$ cat config.mk
export PLATFORM = sky130hd
export DESIGN_NAME = json_string_unescape_utf8_flat
export DESIGN_NICKNAME = d
export VERILOG_FILES = /design/src/design/jsu_pkg.sv /design/src/design/jsu_if.sv /design/src/design/json_string_unescape_utf8.sv /design/src/design/jsu_decode.sv /design/src/design/jsu_emit.sv /design/src/flat_wrapper.sv
export SDC_FILE = /design/constraint.sdc
export NUM_CORES = 1
export LEC_CHECK = 0
export BUFFER_PORTS_ARGS = -buffer_cell sky130_fd_sc_hd__buf_2
export CAP_MARGIN = 25
export CORE_MARGIN = 2
export CORE_UTILIZATION = 50
export DETAILED_ROUTE_END_ITERATION = 6
export PLACE_DENSITY_LB_ADDON = 0.08
export SLEW_MARGIN = 20
export SYNTH_ARGS = -nofsm -noshare
export SYNTH_HDL_FRONTEND = slang
export SYNTH_HIERARCHICAL = 1
export SYNTH_SLANG_ARGS = --single-unit
$ cat constraint.sdc
create_clock -name clk -period 8.7 [get_ports clk]
set_input_delay 0 -clock clk [delete_from_list [all_inputs] [get_ports clk]]
set_output_delay 0 -clock clk [all_outputs]
set_load 0.01 [all_outputs]
$ cat src/design/jsu_pkg.sv
// shared types and codes of the json string unescaper
package jsu_pkg;

    localparam logic [3:0] ERR_NONE         = 4'd0;
    localparam logic [3:0] ERR_ESC_END      = 4'd1;
    localparam logic [3:0] ERR_SHORT_UNI    = 4'd2;
    localparam logic [3:0] ERR_BAD_HEX      = 4'd3;
    localparam logic [3:0] ERR_NO_LOW       = 4'd4;
    localparam logic [3:0] ERR_BAD_LOW_HEX  = 4'd5;
    localparam logic [3:0] ERR_BAD_LOW      = 4'd6;
    localparam logic [3:0] ERR_BAD_ESC      = 4'd7;
    localparam logic [3:0] ERR_CTRL_CHAR    = 4'd8;
    localparam logic [3:0] ERR_UNTERMINATED = 4'd9;

    // results caused by one input byte: up to four utf-8 bytes, or one done/error result
    typedef struct packed {
        logic [3:0][7:0] bytes;
        logic [2:0]      count;
        logic            has_byte;
        logic            done;
        logic [3:0]      err;
    } group_t;

endpackage

$ cat src/design/jsu_if.sv
// stream interfaces for raw input bytes and decoded result items
interface jsu_in_if;
    logic       valid;
    logic       ready;
    logic [7:0] data_byte;
    logic       end_of_input;

    modport source (output valid, data_byte, end_of_input, input ready);
    modport sink (input valid, data_byte, end_of_input, output ready);
endinterface

interface jsu_out_if;
    logic       valid;
    logic       ready;
    logic [7:0] out_byte;
    logic       has_byte;
    logic       string_done;
    logic [3:0] error_code;
    logic       last;

    modport source (output valid, out_byte, has_byte, string_done, error_code, last,
                    input ready);
    modport sink (input valid, out_byte, has_byte, string_done, error_code, last,
                  output ready);
endinterface

$ cat src/design/json_string_unescape_utf8.sv
// JSON string body unescaper: raw bytes in, UTF-8 bytes and done/error items out.
// One raw byte is taken per cycle when each yields at most one result and the output
// is ready. A byte that completes a \u escape yields one to four UTF-8 items, and the
// single result register hands them out one per cycle while the output is ready; the
// input waits meanwhile. Bytes that only advance an escape give no result; done and
// error items carry has_byte low and reset the decoder for the next string.
module json_string_unescape_utf8 (
    input  logic      clk,
    input  logic      rst_n,
    jsu_in_if.sink    in_ch,
    jsu_out_if.source out_ch
);

    jsu_pkg::group_t group;
    logic            free;
    logic            accept;

    assign in_ch.ready = free;
    assign accept      = in_ch.valid && free;

    jsu_decode u_decode (
        .clk          (clk),
        .rst_n        (rst_n),
        .accept       (accept),
        .data_byte    (in_ch.data_byte),
        .end_of_input (in_ch.end_of_input),
        .group        (group)
    );

    jsu_emit u_emit (
        .clk    (clk),
        .rst_n  (rst_n),
        .load   (accept),
        .group  (group),
        .free   (free),
        .out_ch (out_ch)
    );

endmodule

$ cat src/design/jsu_decode.sv
// escape state machine and utf-8 encoder for one raw byte
module jsu_decode (
    input  logic                clk,
    input  logic                rst_n,
    input  logic                accept,
    input  logic [7:0]          data_byte,
    input  logic                end_of_input,
    output jsu_pkg::group_t     group
);

    typedef enum logic [2:0] {
        PH_BODY,
        PH_ESC,
        PH_HEX_HIGH,
        PH_WANT_BSL,
        PH_WANT_U,
        PH_HEX_LOW
    } phase_t;

    localparam logic [7:0] CH_QUOTE = 8'h22;
    localparam logic [7:0] CH_BSL   = 8'h5C;
    localparam logic [7:0] CH_SLASH = 8'h2F;
    localparam logic [7:0] CH_B     = 8'h62;
    localparam logic [7:0] CH_F     = 8'h66;
    localparam logic [7:0] CH_N     = 8'h6E;
    localparam logic [7:0] CH_R     = 8'h72;
    localparam logic [7:0] CH_T     = 8'h74;
    localparam logic [7:0] CH_U     = 8'h75;

    phase_t      phase_reg, phase_next;
    logic [1:0]  cnt_reg, cnt_next;
    logic [15:0] high_reg, high_next;
    logic [15:0] low_reg, low_next;
    logic [4:0]  hex;
    logic [15:0] high_shift;
    logic [15:0] low_shift;
    logic [20:0] pair_cp;

    // bit 4 flags a valid hex digit
    function automatic logic [4:0] hex_value(input logic [7:0] c);
        logic [4:0] r;
        r = 5'd0;
        if (c >= 8'h30 && c <= 8'h39)
            r = {1'b1, 4'(c - 8'h30)};
        else if (c >= 8'h61 && c <= 8'h66)
            r = {1'b1, 4'(c - 8'h57)};
        else if (c >= 8'h41 && c <= 8'h46)
            r = {1'b1, 4'(c - 8'h37)};
        return r;
    endfunction

    function automatic jsu_pkg::group_t one_result(input logic [7:0] b, input logic has,
                                                   input logic done, input logic [3:0] err);
        jsu_pkg::group_t g;
        g.bytes    = '0;
        g.bytes[0] = b;
        g.count    = 3'd1;
        g.has_byte = has;
        g.done     = done;
        g.err      = err;
        return g;
    endfunction

    function automatic jsu_pkg::group_t encode(input logic [20:0] cp);
        jsu_pkg::group_t g;
        g.bytes    = '0;
        g.has_byte = 1'b1;
        g.done     = 1'b0;
        g.err      = jsu_pkg::ERR_NONE;
        if (cp < 21'h80)
        begin
            g.bytes[0] = cp[7:0];
            g.count    = 3'd1;
        end
        else if (cp < 21'h800)
        begin
            g.bytes[0] = 8'hC0 | {3'b0, cp[10:6]};
            g.bytes[1] = 8'h80 | {2'b0, cp[5:0]};
            g.count    = 3'd2;
        end
        else if (cp < 21'h10000)
        begin
            g.bytes[0] = 8'hE0 | {4'b0, cp[15:12]};
            g.bytes[1] = 8'h80 | {2'b0, cp[11:6]};
            g.bytes[2] = 8'h80 | {2'b0, cp[5:0]};
            g.count    = 3'd3;
        end
        else
        begin
            g.bytes[0] = 8'hF0 | {5'b0, cp[20:18]};
            g.bytes[1] = 8'h80 | {2'b0, cp[17:12]};
            g.bytes[2] = 8'h80 | {2'b0, cp[11:6]};
            g.bytes[3] = 8'h80 | {2'b0, cp[5:0]};
            g.count    = 3'd4;
        end
        return g;
    endfunction

    assign hex        = hex_value(data_byte);
    assign high_shift = {high_reg[11:0], hex[3:0]};
    assign low_shift  = {low_reg[11:0], hex[3:0]};
    assign pair_cp    = 21'h10000 + {1'b0, high_reg[9:0], low_shift[9:0]};

    always_comb
    begin
        phase_next = phase_reg;
        cnt_next   = cnt_reg;
        high_next  = high_reg;
        low_next   = low_reg;
        group      = '0;
        if (end_of_input)
        begin
            unique case (phase_reg)
                PH_ESC:      group = one_result(8'h00, 1'b0, 1'b0, jsu_pkg::ERR_ESC_END);
                PH_HEX_HIGH: group = one_result(8'h00, 1'b0, 1'b0, jsu_pkg::ERR_SHORT_UNI);
                PH_WANT_BSL, PH_WANT_U, PH_HEX_LOW:
                    group = one_result(8'h00, 1'b0, 1'b0, jsu_pkg::ERR_NO_LOW);
                default:     group = one_result(8'h00, 1'b0, 1'b0, jsu_pkg::ERR_UNTERMINATED);
            endcase
        end
        else
        begin
            unique case (phase_reg)
                PH_ESC:
                begin
                    phase_next = PH_BODY;
                    case (data_byte)
                        CH_QUOTE, CH_BSL, CH_SLASH:
                            group = one_result(data_byte, 1'b1, 1'b0, jsu_pkg::ERR_NONE);
                        CH_B: group = one_result(8'h08, 1'b1, 1'b0, jsu_pkg::ERR_NONE);
                        CH_F: group = one_result(8'h0C, 1'b1, 1'b0, jsu_pkg::ERR_NONE);
                        CH_N: group = one_result(8'h0A, 1'b1, 1'b0, jsu_pkg::ERR_NONE);
                        CH_R: group = one_result(8'h0D, 1'b1, 1'b0, jsu_pkg::ERR_NONE);
                        CH_T: group = one_result(8'h09, 1'b1, 1'b0, jsu_pkg::ERR_NONE);
                        CH_U:
                        begin
                            phase_next = PH_HEX_HIGH;
                            cnt_next   = 2'd0;
                            high_next  = 16'd0;
                        end
                        default:
                            group = one_result(8'h00, 1'b0, 1'b0, jsu_pkg::ERR_BAD_ESC);
                    endcase
                end
                PH_HEX_HIGH:
                begin
                    if (!hex[4])
                        group = one_result(8'h00, 1'b0, 1'b0, jsu_pkg::ERR_BAD_HEX);
                    else
                    begin
                        high_next = high_shift;
                        if (cnt_reg != 2'd3)
                            cnt_next = 2'(cnt_reg + 2'd1);
                        else
                        begin
                            cnt_next = 2'd0;
                            // high surrogate waits for its partner
                            if (high_shift[15:10] == 6'b110110)
                                phase_next = PH_WANT_BSL;
                            else
                            begin
                                phase_next = PH_BODY;
                                group      = encode({5'b0, high_shift});
                            end
                        end
                    end
                end
                PH_WANT_BSL:
                begin
                    if (data_byte != CH_BSL)
                        group = one_result(8'h00, 1'b0, 1'b0, jsu_pkg::ERR_NO_LOW);
                    else
                        phase_next = PH_WANT_U;
                end
                PH_WANT_U:
                begin
                    if (data_byte != CH_U)
                        group = one_result(8'h00, 1'b0, 1'b0, jsu_pkg::ERR_NO_LOW);
                    else
                    begin
                        phase_next = PH_HEX_LOW;
                        cnt_next   = 2'd0;
                        low_next   = 16'd0;
                    end
                end
                PH_HEX_LOW:
                begin
                    if (!hex[4])
                        group = one_result(8'h00, 1'b0, 1'b0, jsu_pkg::ERR_BAD_LOW_HEX);
                    else if (cnt_reg != 2'd3)
                    begin
                        low_next = low_shift;
                        cnt_next = 2'(cnt_reg + 2'd1);
                    end
                    else if (low_shift[15:10] != 6'b110111)
                        group = one_result(8'h00, 1'b0, 1'b0, jsu_pkg::ERR_BAD_LOW);
                    else
                        group = encode(pair_cp);
                end
                default:
                begin
                    phase_next = PH_BODY;
                    if (data_byte == CH_QUOTE)
                        group = one_result(8'h00, 1'b0, 1'b1, jsu_pkg::ERR_NONE);
                    else if (data_byte == CH_BSL)
                        phase_next = PH_ESC;
                    else if (data_byte < 8'h20)
                        group = one_result(8'h00, 1'b0, 1'b0, jsu_pkg::ERR_CTRL_CHAR);
                    else
                        group = one_result(data_byte, 1'b1, 1'b0, jsu_pkg::ERR_NONE);
                end
            endcase
        end
        // done, error or a finished pair starts a fresh string
        if (group.done || group.err != jsu_pkg::ERR_NONE ||
            (!end_of_input && phase_reg == PH_HEX_LOW && group.count != 3'd0))
        begin
            phase_next = PH_BODY;
            cnt_next   = 2'd0;
            high_next  = 16'd0;
            low_next   = 16'd0;
        end
    end

    always_ff @(posedge clk or negedge rst_n)
    begin
        if (!rst_n)
        begin
            phase_reg <= PH_BODY;
            cnt_reg   <= 2'd0;
            high_reg  <= 16'd0;
            low_reg   <= 16'd0;
        end
        else if (accept)
        begin
            phase_reg <= phase_next;
            cnt_reg   <= cnt_next;
            high_reg  <= high_next;
            low_reg   <= low_next;
        end
    end

endmodule

$ cat src/design/jsu_emit.sv
// result register that hands out a result group one item per cycle while the output is ready
module jsu_emit (
    input  logic             clk,
    input  logic             rst_n,
    input  logic             load,
    input  jsu_pkg::group_t  group,
    output logic             free,
    jsu_out_if.source        out_ch
);

    jsu_pkg::group_t grp_reg;
    logic [1:0]      idx_reg;
    logic            busy_reg;
    logic            at_last;
    logic            take;

    assign at_last = ({1'b0, idx_reg} == 3'(grp_reg.count - 3'd1));
    assign take    = busy_reg && out_ch.ready;
    assign free    = !busy_reg || (out_ch.ready && at_last);

    assign out_ch.valid       = busy_reg;
    assign out_ch.out_byte    = grp_reg.has_byte ? grp_reg.bytes[idx_reg] : 8'h00;
    assign out_ch.has_byte    = grp_reg.has_byte;
    assign out_ch.string_done = grp_reg.done;
    assign out_ch.error_code  = grp_reg.err;
    assign out_ch.last        = at_last;

    always_ff @(posedge clk or negedge rst_n)
    begin
        if (!rst_n)
        begin
            busy_reg <= 1'b0;
            idx_reg  <= 2'd0;
        end
        else if (load && group.count != 3'd0)
        begin
            busy_reg <= 1'b1;
            idx_reg  <= 2'd0;
        end
        else if (take)
        begin
            if (at_last)
                busy_reg <= 1'b0;
            else
                idx_reg <= 2'(idx_reg + 2'd1);
        end
    end

    always_ff @(posedge clk)
    begin
        if (load && group.count != 3'd0)
            grp_reg <= group;
    end

`ifndef SYNTHESIS
    // a new group only lands when the old one is gone or leaving
    assert property (@(posedge clk) disable iff (!rst_n)
        (load && busy_reg) |-> (out_ch.ready && at_last))
        else $error("result group overwritten");

    assert property (@(posedge clk) disable iff (!rst_n)
        busy_reg |-> ({1'b0, idx_reg} < grp_reg.count))
        else $error("result index past group count");

    assert property (@(posedge clk) disable iff (!rst_n)
        (busy_reg && (grp_reg.done || grp_reg.err != jsu_pkg::ERR_NONE)) |-> at_last)
        else $error("done or error item not last");

    assert property (@(posedge clk) disable iff (!rst_n)
        (busy_reg && grp_reg.has_byte) |-> (!grp_reg.done && grp_reg.err == jsu_pkg::ERR_NONE))
        else $error("data byte mixed with done or error");
`endif

endmodule
$ cat src/flat_wrapper.sv
// flat-port wrapper written by rule: the top's interface ports become plain ports
module json_string_unescape_utf8_flat 
  (clk, rst_n, in_ch_valid, in_ch_data_byte, in_ch_end_of_input, in_ch_ready, out_ch_valid, out_ch_out_byte, out_ch_has_byte, out_ch_string_done, out_ch_error_code, out_ch_last, out_ch_ready);
  jsu_in_if in_ch_i ();
  jsu_out_if out_ch_i ();
  input  logic clk;
  input  logic rst_n;
  input wire logic [$bits(in_ch_i.valid)-1:0] in_ch_valid;
  input wire logic [$bits(in_ch_i.data_byte)-1:0] in_ch_data_byte;
  input wire logic [$bits(in_ch_i.end_of_input)-1:0] in_ch_end_of_input;
  output wire logic [$bits(in_ch_i.ready)-1:0] in_ch_ready;
  output wire logic [$bits(out_ch_i.valid)-1:0] out_ch_valid;
  output wire logic [$bits(out_ch_i.out_byte)-1:0] out_ch_out_byte;
  output wire logic [$bits(out_ch_i.has_byte)-1:0] out_ch_has_byte;
  output wire logic [$bits(out_ch_i.string_done)-1:0] out_ch_string_done;
  output wire logic [$bits(out_ch_i.error_code)-1:0] out_ch_error_code;
  output wire logic [$bits(out_ch_i.last)-1:0] out_ch_last;
  input wire logic [$bits(out_ch_i.ready)-1:0] out_ch_ready;
  assign in_ch_i.valid = in_ch_valid;
  assign in_ch_i.data_byte = in_ch_data_byte;
  assign in_ch_i.end_of_input = in_ch_end_of_input;
  assign in_ch_ready = in_ch_i.ready;
  assign out_ch_valid = out_ch_i.valid;
  assign out_ch_out_byte = out_ch_i.out_byte;
  assign out_ch_has_byte = out_ch_i.has_byte;
  assign out_ch_string_done = out_ch_i.string_done;
  assign out_ch_error_code = out_ch_i.error_code;
  assign out_ch_last = out_ch_i.last;
  assign out_ch_i.ready = out_ch_ready;
  json_string_unescape_utf8 u_core (.clk(clk), .rst_n(rst_n), .in_ch(in_ch_i), .out_ch(out_ch_i));
endmodule
==> impl_metrics.tcl <==
set metrics [dict create \
    status "finished, final reports clean" \
    yosysWarnings 6 \
    yosysUniqueCellTypes 69 \
    first_global_vias 3917 \
    cts_tree "done" \
    dp.final_hpwl_um 10400 \
    fin_cells 687 \
    synthCells 542 \
    async_reset_ff_share_pct 43.8 \
    avgSynthCellArea_um2 9.05 \
    synthTopCellsByArea "edfxtp_1 25%, dfrtp_1 16%, o21ai_0 4.7%, nand2_1 4.4%, a21oi_1 3.9%" \
    die_x_um 103 \
    endpoint_kind "flop" \
    skew_ns 0.0135 \
    fin_nets 573 \
    p_seq_share_pct 42.2 \
    internal_power_mw 0.730 \
    synth_common_cells "58 x nand2_1, 48 x nor2_1, 46 x o21ai_0" \
    crit_fanout 30 \
    wl_per_cell_um 20.2 \
    arrival_ns 4.13 \
    clockBufferDepth 2 \
    core_um2 9640 \
    synth_top_area_share_pct 25.1 \
    hold_viol_final 0 \
    antenna_found_initial 0 \
    p_clk_share_pct 24.5 \
    drive_above_1_share_pct 11.7 \
    period_needed_ns 4.04 \
    power.total_mw 1.16 \
    yosysMostFrequentCell "nand2_1" \
    vdd_ir_drop_max_v 0.0000904 \
    final_cell_area_um2 5260 \
    cp_cell_sequence "nor4_1 > and3_1 > nand4_1 > nand3_2 > o21ai_0 > o31ai_1 > inv_1 > buf_4" \
    slew_headroom_pct 28.4 \
    min_path_type "primary input to flop" \
    ys.flop_type "edfxtp_1" \
    drv_slew 0 \
    cts_resized 0 \
    final-setup-viol-count 0 \
    cp_data_required_time_ns 8.79 \
    comb_power_share_pct 33.4 \
    placed_cell_area_um2 5040 \
    grt_pass1_wl_um 21900 \
    p_leak_nw 1.97 \
    synth_edf_count 41 \
    yosys.area.top_type "edfxtp_1" \
    critical_path.max_stage_delay_ns 0.64 \
    area_delta_synth_final_pct 7.27 \
    ys_ff_latch 73 \
    final_util_pct 54.6 \
    fin_crit_sh_pct 46.5 \
    portBuffers 29 \
    pre_cts_ws_ns 4.68 \
    cts_sinks 73 \
    worstMarginPinSlew_ns 1.05 \
    gp_congestion 0.993 \
    drt_first_pass_iters 5 \
    hold_ws_ns 0.119 \
    grt_overflow 0 \
    drtIter0Drc 549 \
    postLayoutSetupSlackWorst_ns 4.66 \
    viasPerCell 6.33 \
    setup_tns_ns 0 \
    power_switching_share_pct 37.3 \
    maxCapViolCount 0 \
    rows 36 \
    start_util_pct 50.9 \
    r2r_slack_ns 4.66 \
    largest_register_ffs 35 \
    cts_buffers 9 \
    cts_max_level 3 \
    die_area_um2 10600 \
    power_density_nw_per_um2 221 \
    grt_max_degree 33 \
    routed_wl_um 13900 \
    rsz0062_at_grt "no" \
    synth_area_um2 4910 \
    cp_slowest_cell "o31ai_1" \
    vias 4346 \
    boundaryPins 30 \
    die_height_um 103 \
    antenna_left 0 \
    placedCellCount 669 \
    fmax_mhz 247 \
    drc_errors 0 \
    clkTransAtPathRegs_ns 0.09 \
    critPathKind "flop to flop" \
    start_kind "flop" \
    clockRootBuffer "clkbuf_8" \
    clock_latency_ns 0.37 \
    ys_seq_area_share_pct 41.4 \
    grt_use_total_pct 27.3 \
    power.switching_mw 0.433 \
    n_antenna_cell 0 \
]
## path summary, 6_finish.rpt
path / from / end / depth (start not counted)
setup / recovery: u_core/u_decode/high_reg[4] / u_core/u_emit/grp_reg[19] / 8
hold / removal: in_ch_data_byte[4] / u_core/u_emit/grp_reg[13] / 3
setup reg to reg: u_core/u_decode/high_reg[4] / u_core/u_emit/grp_reg[19] / 8
hold reg to reg: u_core/u_decode/low_reg[10] / u_core/u_decode/low_reg[10] / 2
max in group asynchronous: rst_n / u_core/u_emit/out_ch.valid / 2
min in group asynchronous: rst_n / u_core/u_decode/low_reg[11] / 2
## worst max-delay path, delay by kind of cell (launching register included)
family | cells | cell delay (ns)
buf+inv | 2 | 0.83
flops | 1 | 0.52
simple gates | 4 | 1.60
compound gates | 2 | 0.79
## power by group through the flow
| stage | registers, mW | clock network [mW] | logic, mW |
|---|---|---|---|
| floorplan | 0.469 | 0 | 0.309 |
| global placement | 0.498 | 0 | 0.382 |
| detailed placement | 0.500 | 0 | 0.385 |
| CTS | 0.492 | 0.291 | 0.387 |
| global route | 0.500 | 0.305 | 0.427 |
| finish | 0.490 | 0.285 | 0.388 |
## cells by family (layout without fill, tap and decap cells)
group / Yosys count / count (layout) / share of synthesized area (%)
AND/OR/NAND/NOR: 200 / 200 / 20.2
AO/OA/AOI/OAI: 168 / 168 / 22.6
other: 1 / 3 / 0.0764
adder cells (fa/ha/maj): 11 / 11 / 2.80
XOR/XNOR: 10 / 10 / 1.78
flip-flops: 73 / 73 / 41.4
buffers and inverters: 67 / 77 / 6.43
multiplexers: 12 / 12 / 4.64
## placed cells by master (no fill, tap or decap), types with 4 or more instances in the layout
master and count:
o22ai_1 9, ha_1 11, a21oi_1 38, nor2_1 48
a2111oi_0 4, and2_1 18, and3_1 4, nand2b_1 7
dfrtp_1 32, o31ai_1 5, o211ai_1 4, nand2_1 58
clkbuf_8 9, a22o_1 14, mux2i_1 4, nand4_1 6
o21ai_0 46, nor3_1 18, a22oi_1 11, buf_2 29
edfxtp_1 41, mux4_2 6, xnor2_1 4, inv_1 28
xor2_1 6, nand3_1 12, a211oi_1 5, inv_6 4
a31oi_1 8
## cell type report
class / instances / area, um^2
multi-input cells: 404 / 2570
flip-flops and latches: 73 / 2030
inverters: 28 / 105
clock buffers: 9 / 124
clock inverters: 7 / 83.8
well taps: 133 / 166
fillers: 913 / 4380
repair buffers: 33 / 180
## routing by layer
metal / routed length, um / share of wire (%) / up-vias / track usage [%]
met5: 0 / 0 / - / 0
met4: 407 / 2.9 / 0 / 8.91
met3: 908 / 6.5 / 41 / 4.20
met2: 6170 / 44 / 213 / 41.1
met1: 6420 / 46 / 2079 / 40.5
li1: - / - / 2013 / -
## what timing repair did
item | in CTS | in global routing
hold buffers | 2 | 0
endpoints found under the setup margin | 0 | 0
setup buffers | 0 | 0
endpoints found under the hold margin | 33 | 0
No activity file was read; power rests on OpenSTA's default activity.
